--- src/rtl/scv_pkg.sv ---
// ---------------------------------------------------------------------------
// scv_pkg
// Shared widths, flag positions, register indexes and helpers for the sprite
// clip and variant select block.
// ---------------------------------------------------------------------------
package scv_pkg;

   // field widths
   localparam int FLAGS_W     = 6;
   localparam int COORD_W     = 16;
   localparam int SIZE_W      = 12;
   localparam int EXT_W       = 18;
   localparam int INDEX_W     = 15;
   localparam int VAR_W       = 21;
   localparam int CSR_ADDR_W  = 2;
   localparam int REQ_TDATA_W = 152;
   localparam int RSP_TDATA_W = 112;

   // mode flag bit positions
   localparam int FLAG_ABSOLUTE   = 0;
   localparam int FLAG_CLIP_SELF  = 1;
   localparam int FLAG_SCROLL1    = 2;
   localparam int FLAG_SCROLL4    = 3;
   localparam int FLAG_LEFT_EDGE  = 4;
   localparam int FLAG_RIGHT_EDGE = 5;

   // register indexes
   localparam logic [CSR_ADDR_W-1:0] CSR_SCREEN_WIDTH  = 2'd0;
   localparam logic [CSR_ADDR_W-1:0] CSR_SCREEN_HEIGHT = 2'd1;

   // register reset values
   localparam logic [SIZE_W-1:0] SCREEN_WIDTH_RESET  = 12'd640;
   localparam logic [SIZE_W-1:0] SCREEN_HEIGHT_RESET = 12'd480;

   // saturation limits in the extended width
   localparam logic signed [EXT_W-1:0]   COORD_MAX = 18'sd32767;
   localparam logic signed [EXT_W-1:0]   COORD_MIN = -18'sd32768;
   localparam logic [VAR_W-1:0]          INDEX_MAX = 21'd32767;

   // one primitive node as taken from the request
   typedef struct packed {
      logic [FLAGS_W-1:0]        mode_flags;
      logic signed [COORD_W-1:0] rel_x;
      logic signed [COORD_W-1:0] rel_y;
      logic [SIZE_W-1:0]         item_width;
      logic [SIZE_W-1:0]         item_height;
      logic signed [COORD_W-1:0] parent_abs_x;
      logic signed [COORD_W-1:0] parent_abs_y;
      logic signed [COORD_W-1:0] view_left;
      logic signed [COORD_W-1:0] view_top;
      logic signed [COORD_W-1:0] view_right;
      logic signed [COORD_W-1:0] view_bottom;
   } node_type;

   // clipped geometry handed to the variant selector and the result register
   typedef struct packed {
      logic signed [COORD_W-1:0] abs_x;
      logic signed [COORD_W-1:0] abs_y;
      logic signed [COORD_W-1:0] draw_left;
      logic signed [COORD_W-1:0] draw_top;
      logic signed [COORD_W-1:0] draw_right;
      logic signed [COORD_W-1:0] draw_bottom;
      logic                      is_visible;
      logic [EXT_W-1:0]          left_hide;
      logic [EXT_W-1:0]          right_hide;
   } clip_type;

   // sign extend a coordinate to the extended width
   function automatic logic signed [EXT_W-1:0] sext_coord(
      input logic signed [COORD_W-1:0] v);
      return $signed({{(EXT_W-COORD_W){v[COORD_W-1]}}, v});
   endfunction

   // clamp an extended value to a 16 bit coordinate
   function automatic logic signed [COORD_W-1:0] sat_coord(
      input logic signed [EXT_W-1:0] v);
      logic signed [COORD_W-1:0] r;
      if (v > COORD_MAX) begin
         r = 16'sh7FFF;
      end else if (v < COORD_MIN) begin
         r = 16'sh8000;
      end else begin
         r = $signed(v[COORD_W-1:0]);
      end
      return r;
   endfunction

   // hidden pixels in groups of four, first group at zero
   function automatic logic [VAR_W-1:0] quarter_minus_one(
      input logic [EXT_W-1:0] h);
      logic [EXT_W-3:0] q;
      logic [VAR_W-1:0] r;
      q = h[EXT_W-1:2];
      if (q != '0) begin
         r = VAR_W'(q - 1'b1);
      end else begin
         r = '0;
      end
      return r;
   endfunction

endpackage

--- src/rtl/scv_geom.sv ---
// ---------------------------------------------------------------------------
// scv_geom
// Absolute position, extents and clipping of one node against the inherited
// window or the full screen.
// ---------------------------------------------------------------------------
module scv_geom
   import scv_pkg::*;
(
   input  node_type          node,
   input  logic [SIZE_W-1:0] screen_width,
   input  logic [SIZE_W-1:0] screen_height,
   output clip_type          clip
);

   logic signed [COORD_W-1:0] ax;
   logic signed [COORD_W-1:0] ay;
   logic signed [EXT_W-1:0]   ax_e;
   logic signed [EXT_W-1:0]   ay_e;
   logic signed [EXT_W-1:0]   xe;
   logic signed [EXT_W-1:0]   ye;
   logic signed [EXT_W-1:0]   vl;
   logic signed [EXT_W-1:0]   vt;
   logic signed [EXT_W-1:0]   vr;
   logic signed [EXT_W-1:0]   vb;
   logic signed [EXT_W-1:0]   dl;
   logic signed [EXT_W-1:0]   dt;
   logic signed [EXT_W-1:0]   dr;
   logic signed [EXT_W-1:0]   db;
   logic [EXT_W-1:0]          left_cnt;
   logic [EXT_W-1:0]          right_cnt;

   // absolute position, saturated when relative
   always_comb begin
      if (node.mode_flags[FLAG_ABSOLUTE]) begin
         ax = node.rel_x;
         ay = node.rel_y;
      end else begin
         ax = sat_coord(sext_coord(node.parent_abs_x) + sext_coord(node.rel_x));
         ay = sat_coord(sext_coord(node.parent_abs_y) + sext_coord(node.rel_y));
      end
   end

   // exclusive extents
   assign ax_e = sext_coord(ax);
   assign ay_e = sext_coord(ay);
   assign xe   = ax_e + $signed({{(EXT_W-SIZE_W){1'b0}}, node.item_width});
   assign ye   = ay_e + $signed({{(EXT_W-SIZE_W){1'b0}}, node.item_height});

   // clip window: inherited or full screen
   always_comb begin
      if (node.mode_flags[FLAG_CLIP_SELF]) begin
         vl = sext_coord(node.view_left);
         vt = sext_coord(node.view_top);
         vr = sext_coord(node.view_right);
         vb = sext_coord(node.view_bottom);
      end else begin
         vl = '0;
         vt = '0;
         vr = $signed({{(EXT_W-SIZE_W){1'b0}}, screen_width});
         vb = $signed({{(EXT_W-SIZE_W){1'b0}}, screen_height});
      end
   end

   // intersect with the window
   assign dl = (ax_e > vl) ? ax_e : vl;
   assign dt = (ay_e > vt) ? ay_e : vt;
   assign dr = (xe < vr) ? xe : vr;
   assign db = (ye < vb) ? ye : vb;

   // hidden pixels, left edge first
   always_comb begin
      left_cnt  = '0;
      right_cnt = '0;
      if (ax_e < dl) begin
         left_cnt = dl - ax_e;
      end else if (dr < xe) begin
         right_cnt = xe - dr;
      end
   end

   // saturated outputs and visibility from the unsaturated edges
   assign clip.abs_x       = ax;
   assign clip.abs_y       = ay;
   assign clip.draw_left   = sat_coord(dl);
   assign clip.draw_top    = sat_coord(dt);
   assign clip.draw_right  = sat_coord(dr);
   assign clip.draw_bottom = sat_coord(db);
   assign clip.is_visible  = (dr > dl) && (db > dt);
   assign clip.left_hide   = left_cnt;
   assign clip.right_hide  = right_cnt;

endmodule

--- src/rtl/scv_variant.sv ---
// ---------------------------------------------------------------------------
// scv_variant
// Paint variant index from the scroll mode, the hidden edge pixels and the
// pixel phase, counted in generation order and saturated to 15 bits.
// ---------------------------------------------------------------------------
module scv_variant
   import scv_pkg::*;
(
   input  logic [FLAGS_W-1:0] mode_flags,
   input  logic [SIZE_W-1:0]  item_width,
   input  logic [1:0]         pos,
   input  logic [EXT_W-1:0]   left_hide,
   input  logic [EXT_W-1:0]   right_hide,
   output logic [INDEX_W-1:0] variant_index
);

   logic [SIZE_W-1:0] wm1;
   logic [VAR_W-1:0]  group1;
   logic [VAR_W-1:0]  group4;
   logic [VAR_W-1:0]  fine_l;
   logic [VAR_W-1:0]  fine_r;
   logic [VAR_W-1:0]  coarse_l;
   logic [VAR_W-1:0]  coarse_r;
   logic [VAR_W-1:0]  pos_e;
   logic [VAR_W-1:0]  base;
   logic [VAR_W-1:0]  idx;
   logic              le;
   logic              re;

   assign le = mode_flags[FLAG_LEFT_EDGE];
   assign re = mode_flags[FLAG_RIGHT_EDGE];

   // group sizes for the two scroll modes
   assign wm1    = (item_width != '0) ? item_width - 1'b1 : '0;
   assign group1 = VAR_W'({wm1, 2'b00});
   assign group4 = VAR_W'(wm1[SIZE_W-1:2]);
   assign pos_e  = VAR_W'(pos);

   // offsets within the left and right groups
   assign fine_l   = VAR_W'({left_hide - 1'b1, 2'b00}) + pos_e;
   assign fine_r   = VAR_W'({right_hide - 1'b1, 2'b00}) + pos_e;
   assign coarse_l = quarter_minus_one(left_hide);
   assign coarse_r = quarter_minus_one(right_hide);

   // walk the groups in generation order
   always_comb begin
      base = '0;
      idx  = '0;
      priority if (mode_flags[FLAG_SCROLL1]) begin
         if (le && left_hide != '0) begin
            idx = fine_l;
         end else begin
            base = le ? group1 : '0;
            if (re && right_hide != '0) begin
               idx = base + fine_r;
            end else begin
               idx = base + (re ? group1 : '0) + pos_e;
            end
         end
      end else if (mode_flags[FLAG_SCROLL4]) begin
         if (le && left_hide != '0) begin
            idx = coarse_l;
         end else begin
            base = le ? group4 : '0;
            if (re && right_hide != '0) begin
               idx = base + coarse_r;
            end else begin
               idx = base + (re ? group4 : '0);
            end
         end
      end else begin
         idx = '0;
      end
   end

   // saturate
   assign variant_index = (idx > INDEX_MAX) ? {INDEX_W{1'b1}} : idx[INDEX_W-1:0];

endmodule

--- src/rtl/sprite_clip_and_variant_select_core.sv ---
// ---------------------------------------------------------------------------
// sprite_clip_and_variant_select_core
// Clips one display primitive node per cycle unless stalled and picks its paint variant.
// ---------------------------------------------------------------------------
// Each request holds one primitive node and gives exactly one response. The
// node is captured in an input register, clipped and its paint variant chosen
// in one pass of adds and compares, and the answer held in a result register;
// a request goes from the input register to the result register, and a new one
// is taken every cycle while the response side keeps up. The screen size
// registers (index 0 width, index 1 height, reset 640 by 480) are the clip
// window for nodes that do not clip to their inherited window; write them only
// while no request is in flight. Writes to other indexes are dropped.
module sprite_clip_and_variant_select_core
   import scv_pkg::*;
(
   input  logic                   clock,
   input  logic                   reset,
   // request channel
   input  logic                   req_tvalid,
   output logic                   req_tready,
   // rel_x[15:0], rel_y[31:16], item_width[43:32], item_height[55:44],
   // parent_abs_x[71:56], parent_abs_y[87:72], view_left[103:88],
   // view_top[119:104], view_right[135:120], view_bottom[151:136]
   input  logic [REQ_TDATA_W-1:0] req_tdata,
   // mode_flags[5:0]
   input  logic [FLAGS_W-1:0]     req_tuser,
   // response channel
   output logic                   rsp_tvalid,
   input  logic                   rsp_tready,
   // abs_x[15:0], abs_y[31:16], draw_left[47:32], draw_top[63:48],
   // draw_right[79:64], draw_bottom[95:80], is_visible[96],
   // variant_index[111:97]
   output logic [RSP_TDATA_W-1:0] rsp_tdata,
   // register write channel
   input  logic                   csr_valid,
   output logic                   csr_ready,
   input  logic [CSR_ADDR_W-1:0]  csr_index,
   input  logic [SIZE_W-1:0]      csr_data
);

   logic [SIZE_W-1:0]      screen_width_ff;
   logic [SIZE_W-1:0]      screen_width_in;
   logic [SIZE_W-1:0]      screen_height_ff;
   logic [SIZE_W-1:0]      screen_height_in;
   logic                   in_valid_ff;
   logic                   in_valid_in;
   node_type               in_node_ff;
   node_type               in_node_in;
   logic                   out_valid_ff;
   logic                   out_valid_in;
   logic [RSP_TDATA_W-1:0] out_data_ff;
   logic [RSP_TDATA_W-1:0] out_data_in;
   logic                   req_take;
   logic                   out_load;
   clip_type               clip;
   logic [INDEX_W-1:0]     variant_index;

   // register writes
   assign csr_ready = 1'b1;

   always_comb begin
      screen_width_in  = screen_width_ff;
      screen_height_in = screen_height_ff;
      if (csr_valid) begin
         unique case (csr_index)
            CSR_SCREEN_WIDTH:  screen_width_in  = csr_data;
            CSR_SCREEN_HEIGHT: screen_height_in = csr_data;
            default: ;
         endcase
      end
   end

   always_ff @(posedge clock) begin
      if (reset) begin
         screen_width_ff  <= SCREEN_WIDTH_RESET;
         screen_height_ff <= SCREEN_HEIGHT_RESET;
      end else begin
         screen_width_ff  <= screen_width_in;
         screen_height_ff <= screen_height_in;
      end
   end

   // pipeline flow control
   assign out_load   = in_valid_ff && (!out_valid_ff || rsp_tready);
   assign req_tready = !in_valid_ff || out_load;
   assign req_take   = req_tvalid && req_tready;

   assign in_valid_in  = req_take || (in_valid_ff && !out_load);
   assign out_valid_in = out_load || (out_valid_ff && !rsp_tready);

   // unpack the request
   always_comb begin
      in_node_in.mode_flags   = req_tuser;
      in_node_in.rel_x        = $signed(req_tdata[15:0]);
      in_node_in.rel_y        = $signed(req_tdata[31:16]);
      in_node_in.item_width   = req_tdata[43:32];
      in_node_in.item_height  = req_tdata[55:44];
      in_node_in.parent_abs_x = $signed(req_tdata[71:56]);
      in_node_in.parent_abs_y = $signed(req_tdata[87:72]);
      in_node_in.view_left    = $signed(req_tdata[103:88]);
      in_node_in.view_top     = $signed(req_tdata[119:104]);
      in_node_in.view_right   = $signed(req_tdata[135:120]);
      in_node_in.view_bottom  = $signed(req_tdata[151:136]);
   end

   // input register
   always_ff @(posedge clock) begin
      if (reset) begin
         in_valid_ff <= 1'b0;
      end else begin
         in_valid_ff <= in_valid_in;
      end
   end

   always_ff @(posedge clock) begin
      if (req_take) begin
         in_node_ff <= in_node_in;
      end
   end

   // clipping
   scv_geom u_geom (
      .node          (in_node_ff),
      .screen_width  (screen_width_ff),
      .screen_height (screen_height_ff),
      .clip          (clip)
   );

   // variant selection
   scv_variant u_variant (
      .mode_flags    (in_node_ff.mode_flags),
      .item_width    (in_node_ff.item_width),
      .pos           (clip.abs_x[1:0]),
      .left_hide     (clip.left_hide),
      .right_hide    (clip.right_hide),
      .variant_index (variant_index)
   );

   // pack the response
   assign out_data_in = {variant_index, clip.is_visible,
                         clip.draw_bottom, clip.draw_right,
                         clip.draw_top, clip.draw_left,
                         clip.abs_y, clip.abs_x};

   // result register
   always_ff @(posedge clock) begin
      if (reset) begin
         out_valid_ff <= 1'b0;
      end else begin
         out_valid_ff <= out_valid_in;
      end
   end

   always_ff @(posedge clock) begin
      if (out_load) begin
         out_data_ff <= out_data_in;
      end
   end

   assign rsp_tvalid = out_valid_ff;
   assign rsp_tdata  = out_data_ff;

`ifndef SYNTHESIS
   // a node leaving the input register shows up as a response
   a_load_gives_rsp: assert property (@(posedge clock) disable iff (reset)
      out_load |=> rsp_tvalid)
      else $error("loaded result not presented");

   // a visible rectangle never has inverted edges
   a_visible_edges: assert property (@(posedge clock) disable iff (reset)
      rsp_tvalid && rsp_tdata[96] |->
         ($signed(rsp_tdata[79:64]) >= $signed(rsp_tdata[47:32])) &&
         ($signed(rsp_tdata[95:80]) >= $signed(rsp_tdata[63:48])))
      else $error("visible rectangle with inverted edges");

   // without a scroll mode the variant index is zero
   a_no_scroll_index: assert property (@(posedge clock) disable iff (reset)
      out_load && !in_node_ff.mode_flags[FLAG_SCROLL1] &&
         !in_node_ff.mode_flags[FLAG_SCROLL4] |=> rsp_tdata[111:97] == '0)
      else $error("variant index set without scroll mode");

   // absolute nodes keep their own position
   a_absolute_pos: assert property (@(posedge clock) disable iff (reset)
      out_load && in_node_ff.mode_flags[FLAG_ABSOLUTE] |=>
         rsp_tdata[15:0] == $past(in_node_ff.rel_x))
      else $error("absolute node position altered");
`endif

endmodule
--- config.mk ---
export PLATFORM = sky130hd
export DESIGN_NAME = sprite_clip_and_variant_select_core
export DESIGN_NICKNAME = d
export VERILOG_FILES = /design/src/rtl/scv_pkg.sv /design/src/rtl/scv_geom.sv /design/src/rtl/scv_variant.sv /design/src/rtl/sprite_clip_and_variant_select_core.sv
export SDC_FILE = /design/constraint.sdc
export NUM_CORES = 1
export LEC_CHECK = 0
export ABC_AREA = 0
export BUFFER_PORTS_ARGS = -buffer_cell sky130_fd_sc_hd__buf_2
export CAP_MARGIN = 20
export CORE_ASPECT_RATIO = 1.25
export CORE_MARGIN = 2
export CORE_UTILIZATION = 28
export DETAILED_ROUTE_END_ITERATION = 12
export MAX_ROUTING_LAYER = met4
export PLACE_DENSITY = 0.49
export SLEW_MARGIN = 30
export SYNTH_ARGS = -nofsm -noshare
export SYNTH_HDL_FRONTEND = slang
export SYNTH_SLANG_ARGS = --single-unit
--- constraint.sdc ---
create_clock -name clock -period 15.9 [get_ports clock]
set_input_delay 3.18 -clock clock [delete_from_list [all_inputs] [get_ports clock]]
set_output_delay 3.18 -clock clock [all_outputs]
set_load 0.005 [all_outputs]
==> impl_metrics.env <==
export IMPL_muxShareOfSynthArea=0.03118
export IMPL_synth_compound_area_share=0.2052
export IMPL_clock_latency_ps=580
export IMPL_cap_violations=0
export IMPL_place_inst=3664
export IMPL_worst_pin_slew_ps=985.1
export IMPL_syn_nets=2776
export IMPL_dpl_hpwl_um=67710
export IMPL_drc=0
export IMPL_critPathMaxFanout=20
export IMPL_p_int_mw=2.393
export IMPL_yosys_area_share_simple=0.1408
export IMPL_synth_top_area_share=0.3628
export IMPL_syn_inst=2368
export IMPL_fp_coreArea_sq_um=78850
export IMPL_power_mw=4.464
export IMPL_vias=19200
export IMPL_cts_tree="built"
export IMPL_cts_sinks=296
export IMPL_gp_congestion=0.9707
export IMPL_yosysUniqueCellTypes=91
export IMPL_setup_tns_ps=0
export IMPL_synthTopCellsByArea="edfxtp_1, ha_1, a21oi_1, nand2_1, xnor2_1"
export IMPL_routed_wl_um=83450
export IMPL_clkPwrFrac=0.187
export IMPL_die_x_um=256.7
export IMPL_drtPass1Iterations=5
export IMPL_grt_usage=0.2041
export IMPL_worst_setup_path_end_kind="flop"
export IMPL_sw_frac_of_total=0.4639
export IMPL_clk_path_buf_depth=3
export IMPL_hold_buffers=0
export IMPL_setup_viol=0
export IMPL_avgSynthCellArea_sq_um=9.438
export IMPL_fin_nets=3061
export IMPL_cts_inserted_buffers=37
export IMPL_areaGrowthSynthToFinish_pct=18.02
export IMPL_fmax_mhz=67.19
export IMPL_num_rows=115
export IMPL_start_kind="flop"
export IMPL_cp_slowest_cell="a221oi_1"
export IMPL_p_switching_mw=2.071
export IMPL_drive_gt1_frac=0.1626
export IMPL_cp_slowest_stage_delay_ps=560
export IMPL_fin_skew_ps=29.54
export IMPL_start_util=0.2834
export IMPL_ir_worst_vdd_mv=0.07564
export IMPL_initialDrtViolationCount=1137
export IMPL_final_cell_mix="buf_2, edfxtp_1, nand2_1, ha_1, a21oi_1"
export IMPL_cts_root_buf="clkbuf_16"
export IMPL_cts_clk_slew_worst_paths_ps=70
export IMPL_final_period_utilization=0.9361
export IMPL_combPwrFrac=0.593
export IMPL_finalNonFillerCells=3747
export IMPL_postRouteAntennaNets=0
export IMPL_grt_ovfl_total=0
export IMPL_synthXorXnorAreaFrac=0.05375
export IMPL_design_portCount=292
export IMPL_cp_arrival_ps=15170
export IMPL_wire_per_inst_um=22.27
export IMPL_dieArea_sq_um=82110
export IMPL_max_slew_margin_rel=0.3388
export IMPL_yosysTopAreaCell="edfxtp_1"
export IMPL_min_period_ps=14880
export IMPL_crit_type="reg -> reg"
export IMPL_async_flop_share=0
export IMPL_hold_violations=0
export IMPL_seq_area_frac_synth=0.3861
export IMPL_rsz0062_at_grt="false"
export IMPL_share_seq_of_total_power=0.220
export IMPL_grt_pass1_wl_um=122900
export IMPL_timing_hold_ws_ps=458.5
export IMPL_crit_top_cell="a21oi_1"
export IMPL_hold_path_class="reg -> reg"
export IMPL_leakage_nw=11.07
export IMPL_yosys_warnings=0
export IMPL_synth_top_family_by_area="compound AO/OA/AOI/OAI gates"
export IMPL_portBuffers=290
export IMPL_slew_violations=0
export IMPL_final_common_cell="buf_2"
export IMPL_htree_levels=2
export IMPL_synthAdderAreaFrac=0.1407
export IMPL_grt_pass1_vias=19560
export IMPL_ys_flop_type="edfxtp_1"
export IMPL_grt_max_degree=68
export IMPL_ys_seq_elements=296
export IMPL_via_per_inst=5.124
export IMPL_crit_required_ps=16190
export IMPL_synth_edf_count=270
export IMPL_antenna_found_initial=16
export IMPL_die_y_um=319.9
export IMPL_netlist_area_sq_um=22350
export IMPL_outcome="complete, no violations"
export IMPL_power_density_nw_per_um2=169.2
## Yosys cell counts (all sizes together), types with 11 or more instances
library cell  count
and2             23
and3             16
o311ai           11
a21oi           199
nor2b            33
or2              15
nor2            159
maj3             18
nand2b           37
nor4             11
clkbuf           68
dfxtp            26
o31ai            14
o21a             37
xnor2            96
nand2           232
edfxtp          270
ha              221
a21o             66
xor2             36
nor3             47
o21ai           175
a31oi            20
nand4            27
o21bai           26
o211ai           21
inv             166
mux2             13
buf              11
a211oi           33
nand3            29
mux2i            55
## metal layers
layer | part of all wire | up-vias | GRT usage
li1 | - | 9325 | -
met4 | 0.052 | 0 | 0.09470
met5 | 0 | - | -
met3 | 0.054 | 149 | 0.04042
met2 | 0.51 | 549 | 0.3652
met1 | 0.38 | 9176 | 0.2154
## layout make-up
cell class	count	area, sq um
well taps	1053	1318
fillers	8249	52480
clock inverters	19	171.4
clock buffers	48	1008
repair buffers	325	1738
diodes	13	32.53
inverters	166	623.1
multi-input cells	1827	12860
flip-flops and latches	296	8628
## worst max-delay path, delay by kind of cell, from the launching register on
family | cells | cell delay, ps
buffers and inverters | 7 | 880
xor gates and xnor gates | 1 | 420
AOI/OAI and AO/OA | 41 | 9640
muxes | 1 | 220
DFF | 1 | 350
and+or+nand+nor | 8 | 1250
adders and majority gates | 6 | 1760
## cells by family (layout without fill, tap and decap cells)
logic type      after synthesis  after routing
other cells                   1             14
mux                          68             68
xor+xnor                    134            134
buf+inv                     245            558
compound gates              710            710
simple gates                665            665
fa+ha+maj                   249            249
flops                       296            296
## metrics by stage
stage	setup WS, ps	cell area [sq um]	utilization
after floorplan	2483	22350	-
after global placement	702.0	25060	0.3178
after detailed placement	535.8	25070	0.3180
after CTS	443.8	26250	0.3330
after global routing	5.443	26380	0.3345
final	1016	26380	0.3345
## registers in the layout, indices dropped and copies added (netlist names)
signal,count
screen_height_ff,12
in_node_ff,158
rsp_tdata,112
rsp_tvalid,1
in_valid_ff,1
screen_width_ff,12
## worst paths after layout
check,startpoint,to,slack [ps],depth (start not counted)
worst max register to register,in_node_ff[80],rsp_tdata[104],1020,64
worst max-delay path,in_node_ff[80],rsp_tdata[104],1020,64
worst min-delay path,screen_width_ff[1],screen_width_ff[1],460,2
worst min register to register,screen_width_ff[1],screen_width_ff[1],460,2
## timing repair
item / in CTS / in global routing
setup buffers: 0 / 2
resized for setup: 0 / 7
setup endpoints to repair: 0 / 15
## power groups by stage
stage          logic (mW)  registers [mW]  clock network, mW
6_report             2.65           0.983              0.834
5_1_grt              2.91           0.989              0.891
4_1_cts              2.63           0.985              0.865
3_5_place_dp         2.61            1.00                  0
3_3_place_gp         2.61            1.00                  0
2_1_floorplan        1.80           0.993                  0
(Power assumes the default switching activity.)
